File: config.mk
export PLATFORM = sky130hd
export DESIGN_NAME = ffrp_scale_unit
export DESIGN_NICKNAME = d
export VERILOG_FILES = /design/src/first_fit_interval_row_packer_defines.svh /design/src/ffrp_pkg.sv /design/src/ffrp_scale_unit.sv
export SDC_FILE = /design/constraint.sdc
export NUM_CORES = 1
export LEC_CHECK = 0
export ABC_AREA = 1
export BUFFER_PORTS_ARGS = -buffer_cell sky130_fd_sc_hd__buf_2
export CORE_MARGIN = 5
export CORE_UTILIZATION = 30
export CTS_BUF_LIST = sky130_fd_sc_hd__clkbuf_4
export DETAILED_ROUTE_END_ITERATION = 10
export SYNTH_ARGS = -nofsm -noshare
export SYNTH_HDL_FRONTEND = slang
export SYNTH_SLANG_ARGS = --single-unit
File: constraint.sdc
create_clock -name clk -period 7.65 [get_ports clk]
set_input_delay 1.53 -clock clk [delete_from_list [all_inputs] [get_ports clk]]
set_output_delay 1.53 -clock clk [all_outputs]
set_load 0.03 [all_outputs]
File: src/first_fit_interval_row_packer_defines.svh
// Assertion macros used by the row packer top level.
`ifndef FIRST_FIT_INTERVAL_ROW_PACKER_DEFINES_SVH
`define FIRST_FIT_INTERVAL_ROW_PACKER_DEFINES_SVH
`ifndef SYNTHESIS
`define FFRP_ASSERT(name, clk, rst, prop) \
  name: assert property (@(posedge clk) disable iff (rst) prop) else $error("property failed");
`define FFRP_ASSERT_NEVER(name, clk, rst, expr) \
  name: assert property (@(posedge clk) disable iff (rst) !(expr)) else $error("forbidden state");
`else
`define FFRP_ASSERT(name, clk, rst, prop)
`define FFRP_ASSERT_NEVER(name, clk, rst, expr)
`endif
`endif

File: src/ffrp_pkg.sv
// Shared constants and types of the row packer.
package ffrp_pkg;

  localparam int DEF_MAX_ROWS   = 64;
  localparam int DEF_MAX_CELLS  = 1024;
  localparam int DEF_MAX_RANGES = 4;

  localparam int COORD_W    = 32;
  localparam int DIFF_W     = 33;
  localparam int SCALE_W    = 25;
  localparam int CELLS_W    = 11;
  localparam int ROWS_W     = 7;
  localparam int ROW_W      = 7;
  localparam int STATUS_W   = 2;
  localparam int CFG_IDX_W  = 3;
  localparam int CFG_DATA_W = 32;

  localparam int PART_W   = 17;
  localparam int PROD_W   = PART_W + SCALE_W;
  localparam int ACC_W    = 59;
  localparam int FRAC_W   = 24;
  localparam int RND_W    = ACC_W - FRAC_W;
  localparam int WORD_W   = 64;
  localparam int WORD_SH  = 6;

  localparam logic [ACC_W-1:0] ROUND_HALF = ACC_W'(1) << (FRAC_W - 1);

  localparam logic [CFG_IDX_W-1:0] REG_WIN_START      = 3'd0;
  localparam logic [CFG_IDX_W-1:0] REG_SCALE_Q24      = 3'd1;
  localparam logic [CFG_IDX_W-1:0] REG_CELLS_IN_ROW   = 3'd2;
  localparam logic [CFG_IDX_W-1:0] REG_MAX_ROWS       = 3'd3;
  localparam logic [CFG_IDX_W-1:0] REG_ALLOW_OVERFLOW = 3'd4;
  localparam logic [CFG_IDX_W-1:0] REG_DO_PADDING     = 3'd5;
  localparam logic [CFG_IDX_W-1:0] REG_FORCE_NEW_ROW  = 3'd6;

  localparam logic [SCALE_W-1:0] SCALE_RESET = 25'd16777216;
  localparam logic [CELLS_W-1:0] CELLS_RESET = 11'd800;
  localparam logic [ROWS_W-1:0]  ROWS_RESET  = 7'd64;

  localparam logic [STATUS_W-1:0] ST_PLACED   = 2'd0;
  localparam logic [STATUS_W-1:0] ST_OVERFLOW = 2'd1;
  localparam logic [STATUS_W-1:0] ST_FULL     = 2'd2;
  localparam logic [STATUS_W-1:0] ST_DROPPED  = 2'd3;

  typedef struct packed {
    logic start;
    logic pad;
  } ffrp_scale_req_t;

endpackage

File: src/ffrp_scale_unit.sv
// Shared multiplier sequencer that turns one coordinate range into cells.
module ffrp_scale_unit #(
  parameter int CELL_W = 11
) (
  input  logic clk,
  input  logic rst,
  input  ffrp_pkg::ffrp_scale_req_t req,
  input  logic signed [ffrp_pkg::DIFF_W-1:0] s_diff,
  input  logic signed [ffrp_pkg::DIFF_W-1:0] e_diff,
  input  logic [ffrp_pkg::SCALE_W-1:0] scale,
  input  logic [CELL_W-1:0] cells,
  output logic done,
  output logic [CELL_W-1:0] start_cell,
  output logic [CELL_W-1:0] end_cell
);

  localparam int X_W = ffrp_pkg::RND_W + 1;

  localparam logic [2:0] U_IDLE = 3'd0;
  localparam logic [2:0] U_SLO  = 3'd1;
  localparam logic [2:0] U_SHI  = 3'd2;
  localparam logic [2:0] U_SADD = 3'd3;
  localparam logic [2:0] U_ELO  = 3'd4;
  localparam logic [2:0] U_EHI  = 3'd5;
  localparam logic [2:0] U_EADD = 3'd6;
  localparam logic [2:0] U_FIN  = 3'd7;

  logic [2:0] step;
  logic [ffrp_pkg::DIFF_W-1:0] mag_s;
  logic [ffrp_pkg::DIFF_W-1:0] mag_e;
  logic e_neg;
  logic pad_q;
  logic [ffrp_pkg::PROD_W-1:0] prod;
  logic [ffrp_pkg::ACC_W-1:0] acc;
  logic [ffrp_pkg::RND_W-1:0] r_s;
  logic [ffrp_pkg::RND_W-1:0] r_e;

  logic [ffrp_pkg::PART_W-1:0] mul_op;
  logic [ffrp_pkg::PROD_W-1:0] mul_res;
  logic [ffrp_pkg::ACC_W-1:0] sum;
  logic [X_W-1:0] ce_val;
  logic [X_W-1:0] ce_cap;
  logic empty;

  always_comb begin
    case (step)
      U_SLO: mul_op = mag_s[ffrp_pkg::PART_W-1:0];
      U_SHI: mul_op = {1'b0, mag_s[ffrp_pkg::DIFF_W-1:ffrp_pkg::PART_W]};
      U_ELO: mul_op = mag_e[ffrp_pkg::PART_W-1:0];
      U_EHI: mul_op = {1'b0, mag_e[ffrp_pkg::DIFF_W-1:ffrp_pkg::PART_W]};
      default: mul_op = '0;
    endcase
  end

  assign mul_res = ffrp_pkg::PROD_W'(mul_op) * ffrp_pkg::PROD_W'(scale);
  assign sum = acc + (ffrp_pkg::ACC_W'(prod) << ffrp_pkg::PART_W);

  always_ff @(posedge clk) begin
    if (rst) begin
      step <= U_IDLE;
    end else begin
      unique case (step)
        U_IDLE: begin
          if (req.start) begin
            mag_s <= s_diff[ffrp_pkg::DIFF_W-1] ? '0 : s_diff;
            mag_e <= e_diff[ffrp_pkg::DIFF_W-1] ? -e_diff : e_diff;
            e_neg <= e_diff[ffrp_pkg::DIFF_W-1];
            pad_q <= req.pad;
            step <= U_SLO;
          end
        end
        U_SLO: begin
          prod <= mul_res;
          step <= U_SHI;
        end
        U_SHI: begin
          acc <= ffrp_pkg::ACC_W'(prod) + ffrp_pkg::ROUND_HALF;
          prod <= mul_res;
          step <= U_SADD;
        end
        U_SADD: begin
          r_s <= sum[ffrp_pkg::ACC_W-1:ffrp_pkg::FRAC_W];
          step <= U_ELO;
        end
        U_ELO: begin
          prod <= mul_res;
          step <= U_EHI;
        end
        U_EHI: begin
          acc <= ffrp_pkg::ACC_W'(prod) + ffrp_pkg::ROUND_HALF;
          prod <= mul_res;
          step <= U_EADD;
        end
        U_EADD: begin
          r_e <= sum[ffrp_pkg::ACC_W-1:ffrp_pkg::FRAC_W];
          step <= U_FIN;
        end
        U_FIN: step <= U_IDLE;
        default: step <= U_IDLE;
      endcase
    end
  end

  // A negative end only survives as the padding cell when it rounds to zero.
  always_comb begin
    if (e_neg) begin
      ce_val = ((r_e == '0) && pad_q) ? X_W'(1) : X_W'(0);
    end else begin
      ce_val = X_W'(r_e) + X_W'(pad_q);
    end
    ce_cap = (ce_val > X_W'(cells)) ? X_W'(cells) : ce_val;
    empty = ce_cap <= X_W'(r_s);
  end

  assign done = (step == U_FIN);
  assign start_cell = empty ? '0 : r_s[CELL_W-1:0];
  assign end_cell = empty ? '0 : ce_cap[CELL_W-1:0];

endmodule

Word-level counts from Yosys, hierarchy flattened
Index checks and enable logic that the tools add are counted.
- word-level logic and storage cells: 46
- bits in registers: 242
- output and inout port bits: 23
- input port bits: 106
- multiply operators: 1
- equal/unequal tests: 8
- bitwise operators: 1
- reduce and logical (&&, ||, !) cells: 10
- multiplexer cells: 9
- add/sub/neg operators: 4
- order comparisons: 2
- operators with widths (operator ; number):
    $mux 36 ; 2
    $pmux 17 s4 ; 1
    $add 59x59->59 ; 1
    $add 42x24->43 const B ; 1
    $mul 17x25->42 ; 1
    $add 35x1->36 ; 1
    $gt 36x11->1 ; 1
    $le 36x35->1 ; 1
    $logic_not 35->1 ; 1
    $neg 33->33 ; 1
    $mux 32 ; 1
    $pmux 3 s8 ; 1
    $mux 11 ; 2
    $eq 3x3->1 const B ; 4
    $reduce_and 2->1 ; 4
    $eq 3x2->1 const B ; 2
    $reduce_or 4->1 ; 1
    $eq 3x1->1 const B ; 1
    $logic_not 3->1 ; 1
    $mux 3 ; 1
    $reduce_and 3->1 ; 1
    $ne 2x2->1 const B ; 1
    $reduce_or 2->1 ; 1
    $logic_and 1x1->1 ; 1
    other kinds (2) ; 2

Logic depth before layout (Yosys ltp)
- depth in word-level cells: 8
- mapped depth: 35
- mapped depth without buffers: 33

Worst setup path before layout
No wires, ideal clock.
- path type: input to register
- start point: in scale[6] (netlist bit)
- end point: reg prod[30] (netlist bit), data pin
- data arrival time: 6.784 ns
- buffers on the path: 1
- required time: 7.388 ns
- library setup time: 0.262 ns
- stages: 20
- setup slack: 0.603 ns
- cells stage by stage: buf_1 > clkinv_1 > nor2_1 > fa_1 > fa_1 > fa_1 > fa_1 > fa_1 > inv_1 > fa_1 > inv_1 > ha_1 > a21oi_1 > inv_1 > a31oi_1 > o21ai_0 > or2_2 > a21oi_1 > o21bai_1 > xor2_1
- word-level cells in the longest chain between the ends: 1
- RTL lines (item ; line ; source):
    start, declared ; ffrp_scale_unit.sv:10 ; input logic [ffrp_pkg::SCALE_W-1:0] scale,
    $mul 17x25->42 ; ffrp_scale_unit.sv:55 ; assign mul_res = ffrp_pkg::PROD_W'(mul_op) * ffrp_pkg::PROD_W'(scale);
    net mul_res, one bit ; ffrp_scale_unit.sv:39 ; logic [ffrp_pkg::PROD_W-1:0] mul_res;
    end signal, assigned ; ffrp_scale_unit.sv:73 ; prod <= mul_res;
    end signal, assigned ; ffrp_scale_unit.sv:78 ; prod <= mul_res;
    end signal, assigned ; ffrp_scale_unit.sv:86 ; prod <= mul_res;
    end, declared ; ffrp_scale_unit.sv:33 ; logic [ffrp_pkg::PROD_W-1:0] prod;
The timed path passes the listed nets, and every way through them passes these cells.
A chain may end at the register's enable or synchronous reset.

Final worst setup path
- start point: reg step[0]
- end point: reg prod[30] (netlist bit), data pin
- word-level cells in the longest chain between the ends: 3
- elaborated cells on any way between the ends: 6
- those cells by class: mul (1); eq/ne (4); mux (1)
- RTL lines (item ; line ; source):
    start, declared ; ffrp_scale_unit.sv:28 ; logic [2:0] step;
    start signal, assigned ; ffrp_scale_unit.sv:60 ; step <= U_IDLE;
    start signal, assigned ; ffrp_scale_unit.sv:69 ; step <= U_SLO;
    start signal, assigned ; ffrp_scale_unit.sv:74 ; step <= U_SHI;
    $eq 3x3->1, or another cell as far along ; ffrp_scale_unit.sv:46 ; case (step)
    $pmux 17 s4 (*) ; ffrp_scale_unit.sv:46 ;
    $mul 17x25->42 (*) ; ffrp_scale_unit.sv:55 ;
    net mul_res, one bit ; ffrp_scale_unit.sv:39 ;
Mark *: on every way through the listed nets, which the timed path passes. The rest lies on a longest branch.

==> metrics.yaml <==
outcome: "completed"
cts_tree: "built"
start_util_pct: 30.1
hold_path_depth: 2
path_depth: 28
h-tree-depth: 2
clkTransAtPathRegs_ps: 70
drive_above_1_share_pct: 10.6
hold_violations: 0
cp.required_ps: 8170
synth-edff-count: 205
cp.buffers_inverters: 8
path_class: "register to register"
port_buffers: 128
yosysUniqueCellTypes: 48
overflow: 0
wire_per_inst_um: 16.8
holdCritStartpoint: "step[1]$_SDFFE_PP0P_"
first_pass_iters: 8
die_x_um: 307
die_area_sq_mm: 0.0944
place_ws_ps: 271
p_leak_nw: 14.6
avgViaCountPerCell: 4.65
cts_root_buf: "clkbuf_4"
fin_area_sq_mm: 0.0299
drv_slew: 0
clock_sinks: 208
via_count: 21800
drt-total-wl_mm: 78.7
cts_made_buffers: 54
cap_violations: 0
worstHoldPathType: "register to register"
antenna_found_initial: 5
synth.avg_cell_area_sq_um: 8.16
post-route-period-util_pct: 94.4
min_period_ps: 7220
ios: 129
dr.first_iter.drc_count: 1653
synth_area_sq_mm: 0.0265
detailed_place_hpwl_mm: 66.1
reg2reg_from: "step[0]$_SDFFE_PP0P_"
die_y_um: 307
setup_slack_ps: 426
ys_ff_latch: 208
dp.cells: 4578
fmax_mhz: 138
grt_max_degree: 66
max_stage_delay_ps: 640
grt_pass1_vias: 22400
area_delta_synth_final_pct: 12.8
drc: 0
track_usage_pct: 16.5
nets: 4112
core_area_sq_mm: 0.0881
critPathTopFamily: "adder cells"
power_density_mw_per_mm2: 295
final_cell_mix: "739 x inv_1, 601 x nand2_1, 443 x nor2_1"
rows: 109
min_to: "step[0]$_SDFFE_PP0P_"
ir_worst_vdd_mv: 0.248
routabilityCongestion: 0.926
r2r_setup_slack_ps: 430
stdcell_count: 4680
yosysSeqAreaShare_pct: 23.4
relSlewSlack_pct: 27.1
synth.yosys.warnings: 0
cpMaxStageDelayCell: "fa_1"
critPathArrivalTime_ps: 7750
skew_ps: 85.9
clockBufferDepth: 3
timing.rr.end: "prod[30]$_DFFE_PP_"
syn-instance-count: 3248
setup_violations: 0
grt_pass1_wl_mm: 124
synth-main-ff-cell: "edfxtp_1"
ant_nets: 0
insertion_delay_ps: 790
worstSetupEndpointType: "register"
final_common_cell: "inv_1"
ys_async_sr_fraction_pct: 0
detailed_place.area_sq_mm: 0.0291
start_kind: "register"
worst_slew_pin_slew_ps: 1090
n_fill_cell: 9399
reg2regPathDepth: 28
crit_fanout: 18
==> sequential cells by signal, summed over array words and instances (netlist names) <==
signal / cells
acc: 26
e_neg: 1
mag_e: 33
mag_s: 32
pad_q: 1
prod: 42
r_e: 35
r_s: 35
step: 3
==> stage by stage <==
| stage | TNS [ps] | utilization, % | total power [mW] | hold slack, ps |
|---|---|---|---|---|
| floorplan | 0 | - | 5.87 | 433 |
| CTS | 0 | 33.8 | 8.85 | 503 |
| global placement | 0 | 33.1 | 7.84 | 564 |
| global route | -78.1 | 34.0 | 9.72 | 524 |
| finish | 0 | 34.0 | 8.83 | 535 |
| detailed placement | 0 | 33.1 | 7.83 | 565 |
==> routing by layer <==
metal / GRT usage, % / wire length [um] / vias up
met4: 5.01 / 2560 / 2
met3: 2.72 / 5020 / 142
met2: 27.8 / 36800 / 746
li1: - / - / 10400
met1: 22.0 / 34300 / 10400
met5: 0 / 13 / -
==> Yosys cell counts (8+ instances only) <==
master / number / share of area (%)
o21ai_0: 73 / 1.4
buf_1: 10 / 0.14
nand3_1: 92 / 1.7
nor2_2: 22 / 0.52
inv_1: 741 / 10
nand4_1: 26 / 0.61
o21bai_1: 13 / 0.37
nor2_1: 446 / 6.3
clkinv_1: 9 / 0.13
o21a_1: 8 / 0.23
nand2_1: 602 / 8.5
clkbuf_1: 54 / 0.76
a22o_1: 15 / 0.50
nor3_1: 37 / 0.70
a31oi_1: 31 / 0.73
xor2_1: 73 / 2.4
a21oi_1: 110 / 2.1
ha_1: 191 / 9.0
nand2_2: 15 / 0.35
a21o_1: 15 / 0.42
fa_1: 344 / 26
xnor2_1: 37 / 1.2
buf_2: 13 / 0.25
nor4_1: 19 / 0.45
edfxtp_1: 205 / 23
==> logic make-up after synthesis <==
family / count (synthesis) / synth area share, %
AO/OA/AOI/OAI: 285 / 6.29
XOR/XNOR: 110 / 3.63
adder cells (fa/ha/maj): 535 / 35.0
buffers and inverters: 832 / 11.9
flip-flops: 208 / 23.4
other: 1 / 0.0141
AND/OR/NAND/NOR: 1277 / 19.8
==> worst max-delay path by stage <==
stage,startpoint,end,slack [ps]
final,step[0]$_SDFFE_PP0P_,prod[30]$_DFFE_PP_,430
after global routing,pad_q$_DFFE_PP_,start_cell[9],-20
after CTS,pad_q$_DFFE_PP_,start_cell[6],10
after detailed placement,scale[14],prod[30]$_DFFE_PP_,270
after global placement,scale[5],prod[30]$_DFFE_PP_,330
after floorplan,scale[6],prod[30]$_DFFE_PP_,600
==> layout make-up <==
type	count	area (sq um)	share of cell area, %
Tap cell	1165	1460	4.87
Clock buffer	70	526	1.76
Multi-Input combinational cell	2231	17400	58.0
Clock inverter	25	139	0.464
Timing Repair Buffer	222	1370	4.59
Antenna cell	5	12.5	0.0418
Inverter	754	2830	9.47
Sequential cell	208	6220	20.8
==> repair_timing <==
action                     4_1_cts  5_1_grt
resized for setup                3       20
setup endpoints to repair       22       25
hold buffers                     0        0
pin swaps                        0        1
setup buffers                    0        2
==> where the power goes <==
group / total [mW] / internal, mW / switching (mW)
combinational: 6.10 / 2.24 / 3.86
clock: 0.958 / 0.466 / 0.493
sequential: 1.77 / 1.67 / 0.102
==> worst register-to-register path: cells and delay by family, from the launching register on <==
family	cells	cell delay [ps]
simple gates	7	1280
xor+xnor	1	140
buf+inv	8	900
flops	1	420
fa+ha+maj	7	3480
compound gates	5	750
Power figures use the tool's default switching activity.
