$ cat config.mk
export PLATFORM = sky130hd
export DESIGN_NAME = ffrp_word_mask
export DESIGN_NICKNAME = d
export VERILOG_FILES = /design/src/first_fit_interval_row_packer_defines.svh /design/src/ffrp_pkg.sv /design/src/ffrp_word_mask.sv
export SDC_FILE = /design/constraint.sdc
export NUM_CORES = 1
export LEC_CHECK = 0
export BUFFER_PORTS_ARGS = -buffer_cell sky130_fd_sc_hd__buf_2
export CORE_ASPECT_RATIO = 0.6
export CORE_UTILIZATION = 55
export DETAILED_ROUTE_END_ITERATION = 7
export PLACE_DENSITY = 0.78
export SYNTH_ARGS = -nofsm -noshare
export SYNTH_HDL_FRONTEND = slang
export SYNTH_SLANG_ARGS = --single-unit
$ cat constraint.sdc
create_clock -name vclk -period 2.3
set_clock_uncertainty 0.05 [all_clocks]
set_input_delay 0 -clock vclk [all_inputs]
set_output_delay 0 -clock vclk [all_outputs]
set_load 0.005 [all_outputs]
$ cat src/first_fit_interval_row_packer_defines.svh
// Assertion macros used by the row packer top level.
`ifndef FIRST_FIT_INTERVAL_ROW_PACKER_DEFINES_SVH
`define FIRST_FIT_INTERVAL_ROW_PACKER_DEFINES_SVH
`ifndef SYNTHESIS
`define FFRP_ASSERT(name, clk, rst, prop) \
  name: assert property (@(posedge clk) disable iff (rst) prop) else $error("property failed");
`define FFRP_ASSERT_NEVER(name, clk, rst, expr) \
  name: assert property (@(posedge clk) disable iff (rst) !(expr)) else $error("forbidden state");
`else
`define FFRP_ASSERT(name, clk, rst, prop)
`define FFRP_ASSERT_NEVER(name, clk, rst, expr)
`endif
`endif

$ cat src/ffrp_pkg.sv
// Shared constants and types of the row packer.
package ffrp_pkg;

  localparam int DEF_MAX_ROWS   = 64;
  localparam int DEF_MAX_CELLS  = 1024;
  localparam int DEF_MAX_RANGES = 4;

  localparam int COORD_W    = 32;
  localparam int DIFF_W     = 33;
  localparam int SCALE_W    = 25;
  localparam int CELLS_W    = 11;
  localparam int ROWS_W     = 7;
  localparam int ROW_W      = 7;
  localparam int STATUS_W   = 2;
  localparam int CFG_IDX_W  = 3;
  localparam int CFG_DATA_W = 32;

  localparam int PART_W   = 17;
  localparam int PROD_W   = PART_W + SCALE_W;
  localparam int ACC_W    = 59;
  localparam int FRAC_W   = 24;
  localparam int RND_W    = ACC_W - FRAC_W;
  localparam int WORD_W   = 64;
  localparam int WORD_SH  = 6;

  localparam logic [ACC_W-1:0] ROUND_HALF = ACC_W'(1) << (FRAC_W - 1);

  localparam logic [CFG_IDX_W-1:0] REG_WIN_START      = 3'd0;
  localparam logic [CFG_IDX_W-1:0] REG_SCALE_Q24      = 3'd1;
  localparam logic [CFG_IDX_W-1:0] REG_CELLS_IN_ROW   = 3'd2;
  localparam logic [CFG_IDX_W-1:0] REG_MAX_ROWS       = 3'd3;
  localparam logic [CFG_IDX_W-1:0] REG_ALLOW_OVERFLOW = 3'd4;
  localparam logic [CFG_IDX_W-1:0] REG_DO_PADDING     = 3'd5;
  localparam logic [CFG_IDX_W-1:0] REG_FORCE_NEW_ROW  = 3'd6;

  localparam logic [SCALE_W-1:0] SCALE_RESET = 25'd16777216;
  localparam logic [CELLS_W-1:0] CELLS_RESET = 11'd800;
  localparam logic [ROWS_W-1:0]  ROWS_RESET  = 7'd64;

  localparam logic [STATUS_W-1:0] ST_PLACED   = 2'd0;
  localparam logic [STATUS_W-1:0] ST_OVERFLOW = 2'd1;
  localparam logic [STATUS_W-1:0] ST_FULL     = 2'd2;
  localparam logic [STATUS_W-1:0] ST_DROPPED  = 2'd3;

  typedef struct packed {
    logic start;
    logic pad;
  } ffrp_scale_req_t;

endpackage

$ cat src/ffrp_word_mask.sv
// Cell mask of all buffered ranges over one 64-cell word of a row.
module ffrp_word_mask #(
  parameter int CELL_W = 11,
  parameter int WW = 4,
  parameter int NR = 4,
  parameter int PW = 3
) (
  input  logic [WW-1:0] word_idx,
  input  logic [CELL_W-1:0] pend_start [NR],
  input  logic [CELL_W-1:0] pend_end [NR],
  input  logic [PW-1:0] pend_count,
  output logic [ffrp_pkg::WORD_W-1:0] mask
);

  localparam int CW = (WW + ffrp_pkg::WORD_SH > CELL_W) ? WW + ffrp_pkg::WORD_SH : CELL_W;

  logic [CW-1:0] base;

  assign base = CW'(word_idx) << ffrp_pkg::WORD_SH;

  always_comb begin
    mask = '0;
    for (int i = 0; i < NR; i++) begin
      for (int j = 0; j < ffrp_pkg::WORD_W; j++) begin
        if ((PW'(i) < pend_count) && ((base | CW'(j)) >= CW'(pend_start[i]))
            && ((base | CW'(j)) < CW'(pend_end[i]))) begin
          mask[j] = 1'b1;
        end
      end
    end
  end

endmodule

==> impl_metrics.json, run 1 <==
{
  "seq_area_frac_synth": 0,
  "syn_area_um2": 7610,
  "io_pins": 159,
  "die_w_um": 153.9,
  "firstError": "[ERROR GRT-0232] Routing congestion too high. Check the congestion heatmap in the GUI.",
  "yosysUniqueCellTypes": 79,
  "globalRouteOverflowTotal": 26,
  "grt.total_usage": 0.7333,
  "status": "did not finish",
  "grt_max_degree": 23,
  "gp_congestion": 1.400,
  "die_h_um": 93.12,
  "syn_nets": 1380,
  "haltStage": "5_1_grt",
  "port_buffers": 159,
  "yosysWarnings": 0,
  "dp.cells": 1688,
  "synth_cells": 1245,
  "dpl.hpwl_um": 36120,
  "syn_avg_cell_area_um2": 6.112,
  "start_util": 0.5777,
  "rows": 32
}
-- cells by family after synthesis --
| kind of cell | count (synthesis) | synth area share |
|---|---|---|
| simple gates | 600 | 0.3923 |
| fa+ha+maj | 40 | 0.06577 |
| compound gates | 445 | 0.4587 |
| buf+inv | 160 | 0.08320 |
-- timing repair --
action                                  in CTS
endpoints found under the setup margin      60
resized for setup                           72
pin swaps                                   16
setup buffers                                5
hold buffers                                 0
-- stage by stage --
step | cell area (µm²) | util | setup slack [ns]
3_5_place_dp | 9836 | 0.7467 | -0.2196
2_1_floorplan | 7610 | - | 0.2345
3_3_place_gp | 9836 | 0.7467 | -0.1677
4_1_cts | 10210 | 0.7749 | -0.003267
-- metal layers --
layer / global-route usage / GRT overflow
met5: 0.4322 / 1
met4: 0.5967 / 6
met3: 0.6432 / 3
met2: 0.8561 / 14
met1: 0.7658 / 2
-- synth_stat cells (5+ instances only) --
| cell | count | area share |
|---|---|---|
| inv_1 | 55 | 0.027 |
| o211a_1 | 5 | 0.0066 |
| a21o_1 | 10 | 0.0099 |
| a211o_1 | 11 | 0.013 |
| a211oi_1 | 27 | 0.027 |
| and3_1 | 21 | 0.017 |
| o311ai_0 | 6 | 0.0069 |
| nand4_1 | 47 | 0.039 |
| o22ai_1 | 5 | 0.0041 |
| or2_2 | 7 | 0.0058 |
| clkbuf_1 | 86 | 0.042 |
| nor3_1 | 37 | 0.024 |
| buf_1 | 7 | 0.0035 |
| a31oi_1 | 13 | 0.011 |
| o21ai_0 | 34 | 0.022 |
| or3_1 | 20 | 0.016 |
| and2_0 | 5 | 0.0041 |
| o21ai_1 | 10 | 0.0066 |
| a221oi_1 | 28 | 0.032 |
| nor2_1 | 159 | 0.078 |
| a32oi_1 | 8 | 0.0092 |
| o32ai_1 | 10 | 0.012 |
| nor4_1 | 10 | 0.0082 |
| nand2_1 | 161 | 0.079 |
| and4b_1 | 8 | 0.011 |
| or4_1 | 10 | 0.0099 |
| nand3_1 | 45 | 0.030 |
| a221o_1 | 32 | 0.042 |
| nor2b_1 | 9 | 0.0074 |
| a2111oi_0 | 6 | 0.0069 |
| o221ai_1 | 84 | 0.097 |
| nand2b_1 | 15 | 0.012 |
| and2_1 | 11 | 0.0090 |
| buf_2 | 6 | 0.0039 |
| o211ai_1 | 51 | 0.050 |
| o32a_1 | 6 | 0.0079 |
| a311o_1 | 5 | 0.0066 |
| nand4b_1 | 12 | 0.014 |
| ha_1 | 40 | 0.066 |
| a21oi_1 | 47 | 0.031 |
==> inputs of run 2 (changes only) <==
--- a/config.mk
+++ b/config.mk
@@ -6,10 +6,9 @@
 export NUM_CORES = 1
 export LEC_CHECK = 0
 export BUFFER_PORTS_ARGS = -buffer_cell sky130_fd_sc_hd__buf_2
-export CORE_ASPECT_RATIO = 0.6
-export CORE_UTILIZATION = 55
+export CORE_UTILIZATION = 40
 export DETAILED_ROUTE_END_ITERATION = 7
-export PLACE_DENSITY = 0.78
+export PLACE_DENSITY_LB_ADDON = 0.15
 export SYNTH_ARGS = -nofsm -noshare
 export SYNTH_HDL_FRONTEND = slang
 export SYNTH_SLANG_ARGS = --single-unit
==> run 2 against run 1 <==
Against the previous run: the flow now finishes, with violations (setup timing); synthesized cell count is the same; area after synthesis is the same.
==> impl_metrics.json, run 2 <==
{
  "status": "finished with violations",
  "violations": "setup timing",
  "cp.arrival_ns": 2.35,
  "yosysWarnings": 0,
  "start_util": 0.4068,
  "ant_nets": 0,
  "pre_cts_ws_ns": -0.3828,
  "dp.cells": 1832,
  "io_pins": 159,
  "relSlewSlack": 0.3206,
  "stdcell_area_um2": 11690,
  "final_net_count": 1750,
  "nFlopsAndLatches": 0,
  "drv_slew": 0,
  "hold_viol_final": 0,
  "area_delta_synth_final_pct": 53.55,
  "vias": 13730,
  "syn_avg_cell_area_um2": 6.112,
  "grt_max_degree": 30,
  "wirelength_um": 55820,
  "yosysUniqueCellTypes": 79,
  "antenna_found_initial": 1,
  "fmax_mhz": 416.4,
  "grt_first_pass_wirelength_um": 78200,
  "port_buffers": 159,
  "crit_required_ns": 2.25,
  "dpl.hpwl_um": 43410,
  "viasPerCell": 7.427,
  "die_w_um": 139.9,
  "seq_area_frac_synth": 0,
  "yosysMostFrequentCell": "nand2_1",
  "period_minus_slack_ns": 2.402,
  "endpoint_kind": "output port",
  "grt_pass1_vias": 12200,
  "tightest_slew_ns": 0.9934,
  "globalRouteOverflowTotal": 0,
  "grt.total_usage": 0.5351,
  "final_common_cell": "buf_4",
  "fin_crit_sh": 1.044,
  "drt_iter0_drc": 2603,
  "synth_top_cell_area_share": 0.09668,
  "wl_per_cell_um": 30.20,
  "final_cell_mix": "buf_4, buf_2, nand2_1, nor2_1, o221ai_1",
  "setup-violations-final": 6,
  "coreArea_um2": 18710,
  "maxCapViolCount": 0,
  "dr.pass1.iters": 7,
  "die_h_um": 139.9,
  "rows": 50,
  "register_area_um2": 0,
  "num-fill-cells": 1730,
  "hp-class": "in -> out",
  "fin_cells": 1848,
  "layout_setup_ws_ns": -0.1017,
  "cts.hold.buffers_added": 0,
  "crit_type": "in -> out",
  "synthTopCellsByArea": "o221ai_1, nand2_1, nor2_1",
  "start_kind": "input pin",
  "netlist_top_cells_count": "nand2_1, nor2_1, clkbuf_1, o221ai_1, inv_1",
  "synth_cells": 1245,
  "syn_area_um2": 7610,
  "nClkBuffers": 0,
  "syn_nets": 1380,
  "cp_max_fo": 6,
  "yosys.area.top_type": "o221ai_1",
  "drc": 0,
  "dpl_cell_area_um2": 10600,
  "drive_gt1_frac": 0.3862,
  "gp_congestion": 1.154,
  "die_area_um2": 19580
}
run 2: cell counts after synthesis:
No cell type changed its count.
run 2: final timing paths:
check,start,end,slack [ns],cells past startpoint
min,pend_end[13],mask[11],0.55,4
max,word_idx[1],mask[41],-0.10,9
run 2: kinds of logic (layout without fill, tap and decap cells):
logic type / Yosys count / count (layout) / synth area share
compound gates: 445 / 445 / 0.4587
fa+ha+maj: 40 / 40 / 0.06577
buf+inv: 160 / 528 / 0.08320
other cells: 0 / 1 / 0
simple gates: 600 / 600 / 0.3923
run 2: cell type report:
class | instances | area [µm²] | area share
multi-input cells | 1085 | 7888 | 0.6750
diodes | 1 | 2.502 | 0.0002142
repair buffers | 473 | 3291 | 0.2816
well taps | 234 | 292.8 | 0.02506
inverters | 55 | 211.5 | 0.01810
run 2: repair_timing:
action | 4_1_cts | 5_1_grt
gates resized for setup | 97 | 84
pin swaps | 26 | 36
endpoints found under the setup margin | 63 | 62
buffers inserted | 7 | 11
run 2: stage by stage:
stage	TNS, ns	hold WS (ns)	util
finish	-0.2104	0.5497	0.6247
CTS	-0.1898	0.4917	0.5967
global route	-2.499	0.5450	0.6245
floorplan	0	0.2006	-
global placement	-7.111	0.5104	0.5665
detailed placement	-9.622	0.4999	0.5665
run 2: metal layers:
layer / share of wire / global-route usage / routed length (µm)
met3: 0.15 / 0.1662 / 8396
met1: 0.35 / 0.6618 / 19800
met2: 0.40 / 0.7845 / 22180
met5: 0.00039 / 0 / 22
met4: 0.097 / 0.3806 / 5423
run 2: critical path: stages:
cell and delay (ns):
buf_6 0.14, ha_1 0.32, nand3_1 0.13, buf_4 0.18, a2111oi_0 0.87, o32ai_2 0.17, nor2_2 0.25, or4_1 0.17
buf_2 0.11
==> inputs of run 3 (changes only) <==
--- a/config.mk
+++ b/config.mk
@@ -6,7 +6,7 @@
 export NUM_CORES = 1
 export LEC_CHECK = 0
 export BUFFER_PORTS_ARGS = -buffer_cell sky130_fd_sc_hd__buf_2
-export CORE_UTILIZATION = 40
+export CORE_UTILIZATION = 35
 export DETAILED_ROUTE_END_ITERATION = 7
 export PLACE_DENSITY_LB_ADDON = 0.15
 export SYNTH_ARGS = -nofsm -noshare
==> run 3 against run 2 <==
Against the previous run: the run still ends with setup timing left; first-iteration DRC count shrank 18%; worst hold slack got worse by 0.047 ns; sequential cell count unchanged; maximum frequency is 4.4% higher; critical path depth rose by 1; core utilization fell by 6.6 points; die area is 14% higher; routed wire length down 3.5%; global-route usage is 7.2 points lower; cell area is 1.2% higher; clock-buffer cell count unchanged; setup slack improved by 0.10 ns; largest cell class unchanged; highest routed layer unchanged.
==> impl_metrics.json, run 3 (synthesized netlist as in run 2, its figures left out) <==
{
  "gp_congestion": 1.127,
  "cp_max_fo": 4,
  "nFlopsAndLatches": 0,
  "endpoint": "mask[41]",
  "period_minus_slack_ns": 2.300,
  "stdcell_area_um2": 11830,
  "area_delta_synth_final_pct": 55.44,
  "num-fill-cells": 2164,
  "startpoint": "word_idx[2]",
  "hold_viol_final": 0,
  "nClkBuffers": 0,
  "die_w_um": 149.5,
  "crit_type": "in -> out",
  "antenna_found_initial": 1,
  "fin_util": 0.5592,
  "vias": 13280,
  "setup-violations-final": 1,
  "port_buffers": 159,
  "io_pins": 159,
  "endpoint_kind": "output port",
  "ir_worst_vdd_uv": 122.0,
  "clock_power_share": 0,
  "dpl.hpwl_um": 43770,
  "final_cell_mix": "buf_4, nor2_1, buf_2, nand2_1, o221ai_1",
  "combinationalPowerShare": 1.000,
  "wirelength_um": 53840,
  "cts.hold.buffers_added": 0,
  "final_common_cell": "buf_4",
  "grt.total_usage": 0.4630,
  "crit_required_ns": 2.25,
  "viasPerCell": 6.912,
  "globalRouteOverflowTotal": 0,
  "layout_setup_ws_ns": -0.0003624,
  "drv_slew": 0,
  "powerDensity_nw_per_um2": 264.1,
  "drc": 0,
  "relSlewSlack": 0.5082,
  "p_leak_uw": 0.005031,
  "final_net_count": 1783,
  "hp-class": "in -> out",
  "ant_nets": 0,
  "start_util": 0.3597,
  "fmax_mhz": 434.7,
  "cp.arrival_ns": 2.25,
  "status": "finished with violations",
  "register_area_um2": 0,
  "seq_power_share": 0,
  "tightest_slew_ns": 0.7358,
  "rsz0062_at_grt": "true",
  "maxCapViolCount": 0,
  "wl_per_cell_um": 28.03,
  "p_total_uw": 3124,
  "start_kind": "input pin",
  "coreArea_um2": 21150,
  "violations": "setup timing",
  "fin_crit_sh": 1.000,
  "grt_max_degree": 29,
  "drt_iter0_drc": 2139,
  "dpl_cell_area_um2": 10820,
  "diodes": 0,
  "drive_gt1_frac": 0.3913,
  "switching_share": 0.5790,
  "die_h_um": 149.5,
  "dr.pass1.iters": 6,
  "rows": 53,
  "whs_ns": 0.5023,
  "pre_cts_ws_ns": -0.3268,
  "die_area_um2": 22340,
  "grt_first_pass_wirelength_um": 76130,
  "multi_input_area_um2": 7745,
  "grt_pass1_vias": 11870,
  "power_switching_uw": 1809,
  "intPower_uw": 1315
}
-- run 3: power by group through the flow --
| stage | Clock [µW] | Combinational, µW | Sequential, µW |
|---|---|---|---|
| after floorplan | 0 | 1230 | 0 |
| after CTS | 0 | 2850 | 0 |
| after global routing | 0 | 3230 | 0 |
| after global placement | 0 | 2710 | 0 |
| after detailed placement | 0 | 2710 | 0 |
| final | 0 | 3120 | 0 |
-- run 3: how the worst min path moves through the flow --
| stage | startpoint | to | cells after the start |
|---|---|---|---|
| after floorplan | pend_end[24] | mask[57] | 4 |
| after global placement | pend_end[39] | mask[63] | 5 |
| after detailed placement | pend_end[39] | mask[63] | 5 |
| after CTS | pend_end[39] | mask[63] | 5 |
| after global routing | pend_end[39] | mask[63] | 5 |
| final | pend_end[39] | mask[63] | 5 |
-- run 3: timing repair --
action                                  in CTS  in global routing
pin swaps                                   12                 31
gates cloned                                 1                  0
setup buffers                                8                 15
gates resized for setup                     81                 92
endpoints found under the setup margin      59                 58
-- run 3: final cells by class --
type / instances / share of cell area
multi-input combinational: 1085 / 0.6548
timing repair buffer: 506 / 0.2987
tap: 275 / 0.02909
inverter: 55 / 0.01745
-- run 3: metrics by stage --
| stage | TNS, ns | cells |
|---|---|---|
| global route | -0.2215 | 1921 |
| detailed placement | -5.377 | 1901 |
| finish | -0.0003624 | 1921 |
| floorplan | 0 | 1245 |
| CTS | -0.03787 | 1909 |
| global placement | -4.459 | 1901 |
-- run 3: critical path, cell delays in order --
cell and delay (ns):
buf_8 0.11, ha_1 0.33, nand3b_1 0.13, buf_4 0.17
a2111oi_1 0.65, buf_4 0.23, o32ai_2 0.08, nor2_1 0.25
or4_1 0.19, buf_2 0.12
-- run 3: per-layer routing --
| metal | vias up | wire, µm | track usage |
|---|---|---|---|
| li1 | 5761 | - | - |
| met2 | 1137 | 22360 | 0.6933 |
| met4 | 2 | 4251 | 0.3082 |
| met3 | 233 | 6722 | 0.08598 |
| met1 | 6144 | 20490 | 0.6007 |
| met5 | - | 10 | 0 |
Power figures use the tool's default switching activity.
